## config.mk

```make
export PLATFORM = sky130hd
export DESIGN_NAME = expert_slot_offset_planner
export DESIGN_NICKNAME = d
export VERILOG_FILES = /design/src/rtl/core/espo_pkg.sv /design/src/rtl/core/espo_ram.sv /design/src/rtl/core/espo_ctrl.sv /design/src/rtl/core/espo_dp.sv /design/src/rtl/core/expert_slot_offset_planner.sv
export SDC_FILE = /design/constraint.sdc
export NUM_CORES = 1
export LEC_CHECK = 0
export BUFFER_PORTS_ARGS = -buffer_cell sky130_fd_sc_hd__clkbuf_2
export CORE_MARGIN = 8
export CORE_UTILIZATION = 35
export CTS_BUF_LIST = sky130_fd_sc_hd__clkbuf_8 sky130_fd_sc_hd__clkbuf_16
export CTS_CLUSTER_SIZE = 20
export DETAILED_ROUTE_END_ITERATION = 8
export PLACE_DENSITY = 0.47
export SYNTH_ARGS = -nofsm -noshare
export SYNTH_HDL_FRONTEND = slang
export SYNTH_HIERARCHICAL = 1
export SYNTH_SLANG_ARGS = --single-unit
```

## constraint.sdc

```tcl
create_clock -name clock -period 5.45 [get_ports clock]
set_input_delay 1.635 -clock clock [delete_from_list [all_inputs] [get_ports clock]]
set_output_delay 1.635 -clock clock [all_outputs]
set_load 0.02 [all_outputs]
```

## src/rtl/core/espo_pkg.sv

```systemverilog
// Shared types and constants of the expert slot offset planner.
// Used by espo_ctrl, espo_dp and expert_slot_offset_planner.
package espo_pkg;

   localparam int DEF_RANKS         = 8;
   localparam int DEF_EXPERTS       = 2;
   localparam int DEF_SLOT_CAPACITY = 16;

   localparam logic [1:0] OP_LOAD_LOCAL  = 2'd0;
   localparam logic [1:0] OP_LOAD_REMOTE = 2'd1;
   localparam logic [1:0] OP_ASSEMBLE    = 2'd2;

   localparam logic KIND_TOTAL = 1'b0;
   localparam logic KIND_SLOT  = 1'b1;

   localparam int OFFSET_W = 9;
   localparam int TOTAL_W  = 8;

   typedef struct packed {
      logic [1:0]  opcode;
      logic        expert_index;
      logic [2:0]  source_rank;
      logic [15:0] token_count;
   } req_word_type;

   typedef struct packed {
      logic       kind;
      logic       expert_id;
      logic [2:0] from_rank;
      logic [3:0] slot_number;
      logic [7:0] source_row;
      logic [8:0] dest_row;
      logic [7:0] row_count;
      logic       last;
   } rsp_word_type;

   typedef struct packed {
      logic take;
      logic clear_wr;
      logic idx_clear;
      logic idx_step;
      logic rd;
      logic acc;
      logic sum_clear;
      logic emit_total;
      logic emit_slot;
   } ctrl_cmd_type;

   typedef struct packed {
      logic is_assemble;
      logic slot_last;
      logic expert_last;
      logic out_free;
   } dp_status_type;

endpackage

```

## src/rtl/core/espo_ram.sv

```systemverilog
// Generic single write port RAM with a registered read port.
// No dependencies.
module espo_ram #(
   parameter int WIDTH = 8,
   parameter int DEPTH = 16
) (
   input  logic                                   clock,
   input  logic                                   wr_en,
   input  logic [(DEPTH > 1 ? $clog2(DEPTH) : 1)-1:0] wr_addr,
   input  logic [WIDTH-1:0]                       wr_data,
   input  logic                                   rd_en,
   input  logic [(DEPTH > 1 ? $clog2(DEPTH) : 1)-1:0] rd_addr,
   output logic [WIDTH-1:0]                       rd_data
);

   logic [WIDTH-1:0] mem_ff [DEPTH];
   logic [WIDTH-1:0] rd_data_ff;

   always_ff @(posedge clock) begin
      if (wr_en) begin
         mem_ff[wr_addr] <= wr_data;
      end
      if (rd_en) begin
         rd_data_ff <= mem_ff[rd_addr];
      end
   end

   assign rd_data = rd_data_ff;

endmodule

```

## src/rtl/core/espo_ctrl.sv

```systemverilog
// Sequencer of the planner: clearing pass, loads, sum pass, totals, descriptors.
// Depends on espo_pkg.
module espo_ctrl (
   input  logic                    clock,
   input  logic                    reset,
   input  logic                    req_valid,
   output logic                    req_ready,
   input  espo_pkg::dp_status_type status,
   output espo_pkg::ctrl_cmd_type  cmd
);

   typedef enum logic [2:0] {
      ST_CLEAR,
      ST_IDLE,
      ST_SUM_RD,
      ST_SUM_ACC,
      ST_TOTAL,
      ST_SLOT_RD,
      ST_SLOT_OUT
   } state_type;

   state_type state_ff, state_in;

   always_ff @(posedge clock) begin
      if (reset) begin
         state_ff <= ST_CLEAR;
      end else begin
         state_ff <= state_in;
      end
   end

   always_comb begin
      state_in  = state_ff;
      cmd       = '0;
      req_ready = 1'b0;
      unique case (state_ff)
         ST_CLEAR: begin
            cmd.clear_wr = 1'b1;
            if (status.slot_last) begin
               cmd.idx_clear = 1'b1;
               state_in      = ST_IDLE;
            end else begin
               cmd.idx_step = 1'b1;
            end
         end
         ST_IDLE: begin
            req_ready = 1'b1;
            cmd.take  = req_valid;
            if (req_valid && status.is_assemble) begin
               cmd.idx_clear = 1'b1;
               cmd.sum_clear = 1'b1;
               state_in      = ST_SUM_RD;
            end
         end
         ST_SUM_RD: begin
            cmd.rd   = 1'b1;
            state_in = ST_SUM_ACC;
         end
         ST_SUM_ACC: begin
            cmd.acc = 1'b1;
            if (status.slot_last) begin
               cmd.idx_clear = 1'b1;
               state_in      = ST_TOTAL;
            end else begin
               cmd.idx_step = 1'b1;
               state_in     = ST_SUM_RD;
            end
         end
         ST_TOTAL: begin
            if (status.out_free) begin
               cmd.emit_total = 1'b1;
               if (status.expert_last) begin
                  cmd.idx_clear = 1'b1;
                  cmd.sum_clear = 1'b1;
                  state_in      = ST_SLOT_RD;
               end else begin
                  cmd.idx_step = 1'b1;
               end
            end
         end
         ST_SLOT_RD: begin
            cmd.rd   = 1'b1;
            state_in = ST_SLOT_OUT;
         end
         ST_SLOT_OUT: begin
            if (status.out_free) begin
               cmd.emit_slot = 1'b1;
               if (status.slot_last) begin
                  cmd.idx_clear = 1'b1;
                  state_in      = ST_IDLE;
               end else begin
                  cmd.idx_step = 1'b1;
                  state_in     = ST_SLOT_RD;
               end
            end
         end
         default: begin
            state_in = ST_CLEAR;
         end
      endcase
   end

endmodule

```

## src/rtl/core/espo_dp.sv

```systemverilog
// Datapath of the planner: count stores, slot walk, prefix sum, output register.
// Depends on espo_pkg and espo_ram.
module espo_dp #(
   parameter int RANKS         = espo_pkg::DEF_RANKS,
   parameter int EXPERTS       = espo_pkg::DEF_EXPERTS,
   parameter int SLOT_CAPACITY = espo_pkg::DEF_SLOT_CAPACITY
) (
   input  logic                    clock,
   input  logic                    reset,
   input  espo_pkg::ctrl_cmd_type  cmd,
   output espo_pkg::dp_status_type status,
   input  espo_pkg::req_word_type  req_data,
   input  logic                    csr_wr_en,
   input  logic [2:0]              csr_wr_data,
   output logic                    rsp_valid,
   input  logic                    rsp_ready,
   output espo_pkg::rsp_word_type  rsp_data
);

   localparam int SLOTS  = EXPERTS * RANKS;
   localparam int SLOT_W = $clog2(SLOTS);
   localparam int RANK_W = $clog2(RANKS);
   localparam int EXP_W  = (EXPERTS > 1) ? $clog2(EXPERTS) : 1;
   localparam int CNT_W  = $clog2(SLOT_CAPACITY + 1);
   localparam int SROW_W = SLOT_W + 9;
   localparam int OFS_W  = espo_pkg::OFFSET_W;
   localparam int TOT_W  = espo_pkg::TOTAL_W;

   logic [2:0]       own_rank_ff, own_rank_in;
   logic [CNT_W-1:0] local_ff [EXPERTS];
   logic [CNT_W-1:0] local_in [EXPERTS];
   logic [SLOT_W-1:0] idx_ff, idx_in;
   logic [RANK_W-1:0] rank_ff, rank_in;
   logic [EXP_W-1:0]  expert_ff, expert_in;
   logic [OFS_W-1:0]  offset_ff, offset_in;
   logic [OFS_W-1:0]  start_ff [EXPERTS];
   logic [OFS_W-1:0]  start_in [EXPERTS];
   logic [TOT_W-1:0]  total_ff [EXPERTS];
   logic [TOT_W-1:0]  total_in [EXPERTS];
   logic              rsp_valid_ff, rsp_valid_in;
   espo_pkg::rsp_word_type rsp_data_ff, rsp_data_in;

   logic [CNT_W-1:0]  load_cnt;
   logic              exp_ok;
   logic              rank_ok;
   logic              load_local;
   logic              load_remote;
   logic [SLOT_W-1:0] load_addr;
   logic              ram_wr_en;
   logic [SLOT_W-1:0] ram_wr_addr;
   logic [CNT_W-1:0]  ram_wr_data;
   logic [CNT_W-1:0]  ram_rd_data;
   logic [CNT_W-1:0]  slot_cnt;
   logic [EXP_W-1:0]  exp_sel;
   logic [SROW_W-1:0] source_row;

   assign load_cnt = (req_data.token_count > 16'(SLOT_CAPACITY)) ?
                     CNT_W'(SLOT_CAPACITY) : CNT_W'(req_data.token_count);
   assign exp_ok   = (32'(req_data.expert_index) < EXPERTS);
   assign rank_ok  = (32'(req_data.source_rank) < RANKS);
   assign load_local  = cmd.take && (req_data.opcode == espo_pkg::OP_LOAD_LOCAL) && exp_ok;
   assign load_remote = cmd.take && (req_data.opcode == espo_pkg::OP_LOAD_REMOTE) &&
                        exp_ok && rank_ok;
   assign load_addr = req_data.expert_index ?
                      SLOT_W'(RANKS) + SLOT_W'(req_data.source_rank) :
                      SLOT_W'(req_data.source_rank);

   assign ram_wr_en   = cmd.clear_wr || load_remote;
   assign ram_wr_addr = cmd.clear_wr ? idx_ff : load_addr;
   assign ram_wr_data = cmd.clear_wr ? '0 : load_cnt;

   espo_ram #(
      .WIDTH (CNT_W),
      .DEPTH (SLOTS)
   ) u_remote_ram (
      .clock   (clock),
      .wr_en   (ram_wr_en),
      .wr_addr (ram_wr_addr),
      .wr_data (ram_wr_data),
      .rd_en   (cmd.rd),
      .rd_addr (idx_ff),
      .rd_data (ram_rd_data)
   );

   assign slot_cnt   = (32'(rank_ff) == 32'(own_rank_ff)) ? local_ff[expert_ff] : ram_rd_data;
   assign exp_sel    = EXP_W'(idx_ff);
   assign source_row = SROW_W'(idx_ff) * SROW_W'(SLOT_CAPACITY);

   assign status.is_assemble = (req_data.opcode == espo_pkg::OP_ASSEMBLE);
   assign status.slot_last   = (idx_ff == SLOT_W'(SLOTS - 1));
   assign status.expert_last = (idx_ff == SLOT_W'(EXPERTS - 1));
   assign status.out_free    = !rsp_valid_ff || rsp_ready;

   always_comb begin
      own_rank_in = csr_wr_en ? csr_wr_data : own_rank_ff;

      local_in = local_ff;
      if (load_local) begin
         local_in[EXP_W'(req_data.expert_index)] = load_cnt;
      end

      idx_in    = idx_ff;
      rank_in   = rank_ff;
      expert_in = expert_ff;
      if (cmd.idx_clear) begin
         idx_in    = '0;
         rank_in   = '0;
         expert_in = '0;
      end else if (cmd.idx_step) begin
         idx_in = idx_ff + SLOT_W'(1);
         if (rank_ff == RANK_W'(RANKS - 1)) begin
            rank_in   = '0;
            expert_in = expert_ff + EXP_W'(1);
         end else begin
            rank_in = rank_ff + RANK_W'(1);
         end
      end

      offset_in = offset_ff;
      if (cmd.sum_clear) begin
         offset_in = '0;
      end else if (cmd.acc || cmd.emit_slot) begin
         offset_in = offset_ff + OFS_W'(slot_cnt);
      end

      start_in = start_ff;
      total_in = total_ff;
      if (cmd.acc) begin
         if (rank_ff == '0) begin
            start_in[expert_ff] = offset_ff;
            total_in[expert_ff] = TOT_W'(slot_cnt);
         end else begin
            total_in[expert_ff] = total_ff[expert_ff] + TOT_W'(slot_cnt);
         end
      end

      rsp_valid_in = rsp_valid_ff;
      rsp_data_in  = rsp_data_ff;
      if (cmd.emit_total) begin
         rsp_valid_in            = 1'b1;
         rsp_data_in.kind        = espo_pkg::KIND_TOTAL;
         rsp_data_in.expert_id   = 1'(idx_ff);
         rsp_data_in.from_rank   = '0;
         rsp_data_in.slot_number = '0;
         rsp_data_in.source_row  = '0;
         rsp_data_in.dest_row    = start_ff[exp_sel];
         rsp_data_in.row_count   = total_ff[exp_sel];
         rsp_data_in.last        = 1'b0;
      end else if (cmd.emit_slot) begin
         rsp_valid_in            = 1'b1;
         rsp_data_in.kind        = espo_pkg::KIND_SLOT;
         rsp_data_in.expert_id   = 1'(expert_ff);
         rsp_data_in.from_rank   = 3'(rank_ff);
         rsp_data_in.slot_number = 4'(idx_ff);
         rsp_data_in.source_row  = 8'(source_row);
         rsp_data_in.dest_row    = offset_ff;
         rsp_data_in.row_count   = 8'(slot_cnt);
         rsp_data_in.last        = status.slot_last;
      end else if (rsp_ready) begin
         rsp_valid_in = 1'b0;
      end
   end

   always_ff @(posedge clock) begin
      if (reset) begin
         own_rank_ff  <= '0;
         idx_ff       <= '0;
         rank_ff      <= '0;
         expert_ff    <= '0;
         offset_ff    <= '0;
         rsp_valid_ff <= 1'b0;
         for (int i = 0; i < EXPERTS; i++) begin
            local_ff[i] <= '0;
         end
      end else begin
         own_rank_ff  <= own_rank_in;
         idx_ff       <= idx_in;
         rank_ff      <= rank_in;
         expert_ff    <= expert_in;
         offset_ff    <= offset_in;
         rsp_valid_ff <= rsp_valid_in;
         local_ff     <= local_in;
      end
   end

   always_ff @(posedge clock) begin
      start_ff    <= start_in;
      total_ff    <= total_in;
      rsp_data_ff <= rsp_data_in;
   end

   assign rsp_valid = rsp_valid_ff;
   assign rsp_data  = rsp_data_ff;

endmodule

```

## src/rtl/core/expert_slot_offset_planner.sv

```systemverilog
// Top level of the expert slot offset planner.
// Depends on espo_pkg, espo_ctrl, espo_dp and espo_ram.
//
// Count loads are accepted back to back. An assemble word walks the remote
// count RAM, which has a single registered read port, over its SLOTS entries
// (SLOTS = EXPERTS*RANKS) once to build the prefix sum and expert totals,
// emits the expert totals, and walks it once more to emit the descriptors;
// no new word is taken meanwhile. The last result may still wait in the output
// register while the next word is taken. After reset a clearing pass zeroes
// the remote count RAM before the first word is taken; csr writes are taken
// at any time.
module expert_slot_offset_planner #(
   parameter int RANKS         = espo_pkg::DEF_RANKS,
   parameter int EXPERTS       = espo_pkg::DEF_EXPERTS,
   parameter int SLOT_CAPACITY = espo_pkg::DEF_SLOT_CAPACITY
) (
   input  logic                   clock,
   input  logic                   reset,
   input  logic                   req_valid,
   output logic                   req_ready,
   input  espo_pkg::req_word_type req_data,
   output logic                   rsp_valid,
   input  logic                   rsp_ready,
   output espo_pkg::rsp_word_type rsp_data,
   input  logic                   csr_wr_en,
   input  logic [2:0]             csr_wr_data
);

   espo_pkg::ctrl_cmd_type  cmd;
   espo_pkg::dp_status_type status;

   espo_ctrl u_ctrl (
      .clock     (clock),
      .reset     (reset),
      .req_valid (req_valid),
      .req_ready (req_ready),
      .status    (status),
      .cmd       (cmd)
   );

   espo_dp #(
      .RANKS         (RANKS),
      .EXPERTS       (EXPERTS),
      .SLOT_CAPACITY (SLOT_CAPACITY)
   ) u_dp (
      .clock       (clock),
      .reset       (reset),
      .cmd         (cmd),
      .status      (status),
      .req_data    (req_data),
      .csr_wr_en   (csr_wr_en),
      .csr_wr_data (csr_wr_data),
      .rsp_valid   (rsp_valid),
      .rsp_ready   (rsp_ready),
      .rsp_data    (rsp_data)
   );

   assert property (@(posedge clock) disable iff (reset)
      (req_valid && req_ready && req_data.opcode == espo_pkg::OP_ASSEMBLE) |=> !req_ready)
      else $error("assemble word did not stall the request side");

   assert property (@(posedge clock) disable iff (reset)
      (rsp_valid && rsp_data.kind == espo_pkg::KIND_TOTAL) |->
      (rsp_data.from_rank == '0 && rsp_data.slot_number == '0 &&
       rsp_data.source_row == '0 && !rsp_data.last))
      else $error("expert total word carries slot fields");

   assert property (@(posedge clock) disable iff (reset)
      (rsp_valid && rsp_data.last) |-> (rsp_data.kind == espo_pkg::KIND_SLOT))
      else $error("last flag on a word that is not a descriptor");

endmodule
```

==> After elaboration in Yosys (flattened, before gate mapping) <==
Memory sizes are Yosys's and may differ from the RTL's. A register that Yosys moved wholly into a read port is not among the register bits.
Index checks and enable logic that the tools add are counted.
{ "classes": {"n_addsub": 6, "n_lt_le_gt_ge": 6, "n_eq_ne": 17, "muxes": 63, "bitwise": 3, "n_reduce_logical": 21} }
{ "op_table": {"columns": ["op", "count"], "rows": [
  ["34-bit 2-to-1 mux", 2],
  ["8-bit 2-to-1 mux", 7],
  ["9-bit 2-to-1 mux", 4],
  ["5-bit 2-to-1 mux", 7],
  ["16-bit bitwise mux", 2],
  ["3-bit 2-to-1 mux", 8],
  ["3-bit case mux with 7 select lines", 1],
  ["18-bit bitwise mux", 1],
  ["1-bit 2-to-1 mux", 18],
  ["16-bit by 5-bit > comparator with 1-bit output, second input constant", 1],
  ["16-bit 2-to-1 mux", 1],
  ["3-bit == test, second input constant", 4],
  ["10-bit bitwise mux", 1],
  ["9-bit by 5-bit adder with 9-bit output", 1],
  ["9-bit demux with 1-bit select", 1],
  ["8-bit by 5-bit adder with 8-bit output", 1],
  ["8-bit demux with 1-bit select", 1],
  ["4-bit 2-to-1 mux", 2],
  ["2-bit != test, second input constant", 4],
  ["2-bit OR reduction", 4],
  ["3-bit by 2-bit == test with 1-bit output, second input constant", 2],
  ["2-bit >= comparator, second input constant", 3],
  ["3-bit zero test", 2],
  ["2-bit 2-to-1 mux", 3],
  ["other kinds (25)", 35]
]} }
{ "word_totals": {"reg_bits": 95, "ramBits": 80, "in_bits": 30, "out_inout_bits": 37, "elab_cells": 137, "n_memories": 1} }
{ "memory_table": {"columns": ["memory", "depth", "width", "read_ports", "rd_ports_with_merged_regs", "write_ports", "line_no", "rtl"], "rows": [
  ["u_dp.u_remote_ram.mem_ff", 16, 5, 1, 1, 1, "espo_ram.sv:16", "logic [WIDTH-1:0] mem_ff [DEPTH];"]
]} }

==> Longest topological paths before layout <==
{ "depth": {"depth_word": 8, "ltp_mapped": 11, "mapped_depth_nobuf": 10} }

==> Cells and area by module <==
Netlist, hierarchy kept.
{ "by_module_without_submodules": {"columns": ["module", "n_inst", "cells_per_inst", "area_per_inst_um2"], "rows": [
  ["espo_dp", 1, 445, 4783.3],
  ["espo_ram", 1, 155, 3263.1],
  ["espo_ctrl", 1, 46, 330.3]
]} }

==> Least setup slack after synthesis <==
OpenSTA, ideal clock, no wires.
{ "synth_path": {"path_kind": "input to register", "start": "input port rsp_ready", "end": "register u_dp.rsp_data_ff (netlist bit u_dp/rsp_data[10]), enable pin", "setup_ps": 373, "arrival_ps": 3025, "slack_ps": 2053, "stages": 6, "path_cell_list": "nand2b_1 > and3_1 > buf_2 > clkbuf_1 > nor2_1 > inv_1"} }
{ "synth_rtl": {"columns": ["element", "line_no", "rtl"], "rows": [
  ["from (decl)", "expert_slot_offset_planner.sv:23", "input logic rsp_ready,"],
  ["to (signal assigned)", "espo_dp.sv:189", "rsp_data_ff <= rsp_data_in;"],
  ["to (decl)", "espo_dp.sv:41", "espo_pkg::rsp_word_type rsp_data_ff, rsp_data_in;"]
]} }

==> Worst setup path after layout <==
{ "layout_path": {"start": "register u_dp.expert_ff", "end": "register u_dp/total_ff[4] in the netlist's numbering, data pin"} }
{ "layout_between": {"elab_chain_len": 8} }
{ "layout_rtl": {"columns": ["element", "line_no", "rtl"], "rows": [
  ["from (decl)", "espo_dp.sv:34", "logic [EXP_W-1:0] expert_ff, expert_in;"],
  ["from (signal assigned)", "espo_dp.sv:179", "expert_ff <= expert_in;"],
  ["1-bit inverter with 2-bit output (implied by the code) (*)", "espo_dp.sv:85, espo_dp.sv:131, espo_dp.sv:133", null],
  ["5-bit 2-to-1 mux (implied by the code) (3 in a row)", "espo_dp.sv:85", "assign slot_cnt = (32'(rank_ff) == 32'(own_rank_ff)) ? local_ff[expert_ff] : ram_rd_data;"],
  ["5-bit 2-to-1 mux", "espo_dp.sv:85", null],
  ["8-bit by 5-bit adder with 8-bit output", "espo_dp.sv:133", "total_in[expert_ff] = total_ff[expert_ff] + TOT_W'(slot_cnt);"],
  ["16-bit bitwise mux", "espo_dp.sv:133", null],
  ["16-bit 2-to-1 mux (*)", "espo_dp.sv:129", "if (rank_ff == '0) begin"],
  ["to (signal assigned)", "espo_dp.sv:188", "total_ff <= total_in;"],
  ["to (decl)", "espo_dp.sv:38", "logic [TOT_W-1:0] total_ff [EXPERTS];"]
]} }
Every way passes the cells marked *; elsewhere a longest branch is shown, timed or not. The select of a mux whose other input is x is not followed.
A chain may end at the register's enable or synchronous reset.

==> impl_metrics.toml <==
[outcome]
outcome = "finished clean"

[route]
remaining_drc_errors = 0
vias_per_cell = 5.08
first_iter_violations = 381
vias = 5266
ant_nets = 0
dr.pass1.iters = 6
routedWlPerCell_um = 18.8
wl_um = 19500

[logic_synthesis]
synthMuxAreaShare = 0.119
ys_seq_elements = 180
synth_cell_types = 66
synthCells = 646
synth_top_family_by_area = "simple AND/OR/NAND/NOR gates"
synth_top_cell_by_area = "edfxtp_1"
yosysTopAreaCellShare = 0.491
synth_compound_area_frac = 0.0802
yosysMostFrequentCell = "edfxtp_1"
yosysWarnings = 6
yosysSeqAreaShare = 0.594
syn_avg_cell_area_um2 = 13.0
async_flop_share = 0
synthTopCellsByArea = "edfxtp_1 (49%), dfxtp_1 (10%), mux4_2 (5.4%)"
synth_edf_count = 137
syn_area_um2 = 8380
ys.flop_type = "edfxtp_1"
synth_xor_area_frac = 0.0115
synth-simple-area-share = 0.137
ys_top_cells_by_count = "edfxtp_1 (137), nor2_1 (59), nand2_1 (48)"
synth_fa_ha_area_frac = 0.0272

[placement]
portBuffers = 62
place.gp.congestion = 0.813
hpwlAfterDp_um = 13900
dp_slack_ns = 1.72
dpl_cell_area_um2 = 8960

[grt]
grt_pass1_wl_um = 31000
grt_pass1_vias = 5449
overflow = 0
grt_antenna_before_repair = 1
grt_util_all_layers = 0.139
grt_start_max_net_pins = 42

[sta]
rsz0062_at_grt = "false"
final.period_utilization = 0.614
worst_pin_slew_ns = 0.980
report.final.hold_viol_count = 0
fin_hold_ws_ns = 0.466
fin_crit_ns = 3.35
worst_clock_skew_ns = 0.0118
worst_slack_ns = 2.10
finalSetupViolations = 0
clock.fmax_mhz = 299
setup_tns_ns = 0
maxSlewHeadroom = 0.341
report.final.slew_viol_count = 0

[critical_path]
crit_type = "flop to flop"
r2r_cells = 10
crit_fanout = 24
cp.arrival_ns = 3.51
endpoint_kind = "flop"
cp.required_ns = 5.61
critPathLaunchType = "flop"

[clocking]
postCtsHoldBufs = 0
post_cts_resize_count = 0
ctsLongestPathBuffers = 2
cts_max_level = 4
cts_setup_buffers = 0
cts_tree = "yes"
path_clk_slew_ns = 0.07
cts_buffers = 17
cts.sinks = 180
clockRootBuffer = "clkbuf_16"
clk_latency_ns = 0.43

[cells_and_area]
regArea_um2 = 4980
nFillCells = 2227
fin_area_um2 = 9560
drive_above_1_share = 0.233
multiInputGateArea_um2 = 3160
layout-area-overhead-vs-synth_pct = 14.1
fin_nets = 750

[floorplanning]
initial_core_util = 0.357
core_um2 = 23500
rows = 56
die_y_um = 171
io_pins = 67
die_area_um2 = 29100
die_width_um = 171

[pwr]
total_power_mw = 3.01
leakage_nw = 3.47
power_density_nw_per_um2 = 315
irDropWorstVdd_mv = 0.164

[hold_path]
holdPathStages = 2
hold_class = "flop to flop"

[flow_run]
maxCapViolCount = 0
cell families (layout without fill, tap and decap cells):
group	count (synthesis)	in the layout
compound gates	98	98
xor+xnor	11	11
fa+ha+maj	17	17
buf+inv	51	118
flops	180	180
mux	71	71
other cells	1	5
simple gates	217	217
cell type report:
type                            count  area share
Inverter                           16     0.00629
Clock buffer                       17      0.0445
Multi-Input combinational cell    418       0.330
Sequential cell                   180       0.521
Tap cell                          319      0.0418
Clock inverter                     15      0.0172
Antenna cell                        1    0.000262
Timing Repair Buffer               70      0.0388
sequential cells by signal, indices dropped and copies added, names as in the netlist:
signal / cells
u_dp/u_remote_ram/rd_data: 5
u_dp/rsp_valid: 1
u_dp/idx_ff: 4
u_dp/own_rank_ff: 3
u_dp/start_ff: 18
u_dp/expert_ff: 1
u_dp/u_remote_ram/mem_ff: 80
u_dp/rank_ff: 3
u_ctrl/state_ff: 3
u_dp/rsp_data: 27
u_dp/offset_ff: 9
u_dp/local_ff: 10
u_dp/total_ff: 16
per-layer routing:
| metal | global-route usage | part of all wire | up-vias |
|---|---|---|---|
| met3 | 0.0265 | 0.034 | 14 |
| li1 | - | - | 2546 |
| met4 | 0.0427 | 0.014 | 0 |
| met1 | 0.180 | 0.46 | 2606 |
| met5 | 0 | 0 | - |
| met2 | 0.232 | 0.49 | 100 |
critical path, stage by stage (launching register included):
cell,delay [ns]
dfxtp_1,0.31
buf_4,0.29
mux2_2,0.38
nor4_1,0.52
nor2_1,0.15
ha_1,0.27
fa_1,0.40
and3_1,0.20
or3_1,0.38
nand3_1,0.11
o31ai_1,0.08
cell usage in the layout (no fill, tap or decap), drive strengths merged, types with 13 or more instances in the layout:
cell type  instances
and2              14
dfxtp             43
mux4              20
o31ai             13
mux2i             24
mux2              27
edfxtp           137
clkbuf            79
nand3             21
nor2              59
nand2             48
ha                15
inv               25
o21ai             23
worst paths after layout:
check / startpoint / to / slack, ns
max reg2reg: u_dp/expert_ff / u_dp/total_ff[4] / 2.10
min reg2reg: u_dp/rsp_data[34] / u_dp/rsp_data[34] / 0.47
min: u_dp/rsp_data[34] / u_dp/rsp_data[34] / 0.47
max: u_dp/expert_ff / u_dp/total_ff[4] / 2.10
power breakdown:
group / switching, mW / internal, mW
Clock: 0.590 / 0.655
Combinational: 0.162 / 0.110
Sequential: 0.0128 / 1.48
stage by stage:
| step | cells | util |
|---|---|---|
| 2_1_floorplan | 649 | - |
| 3_5_place_dp | 1003 | 0.382 |
| 6_report | 1036 | 0.407 |
| 3_3_place_gp | 1003 | 0.382 |
| 5_1_grt | 1036 | 0.407 |
| 4_1_cts | 1035 | 0.407 |
Power figures use the tool's default switching activity.
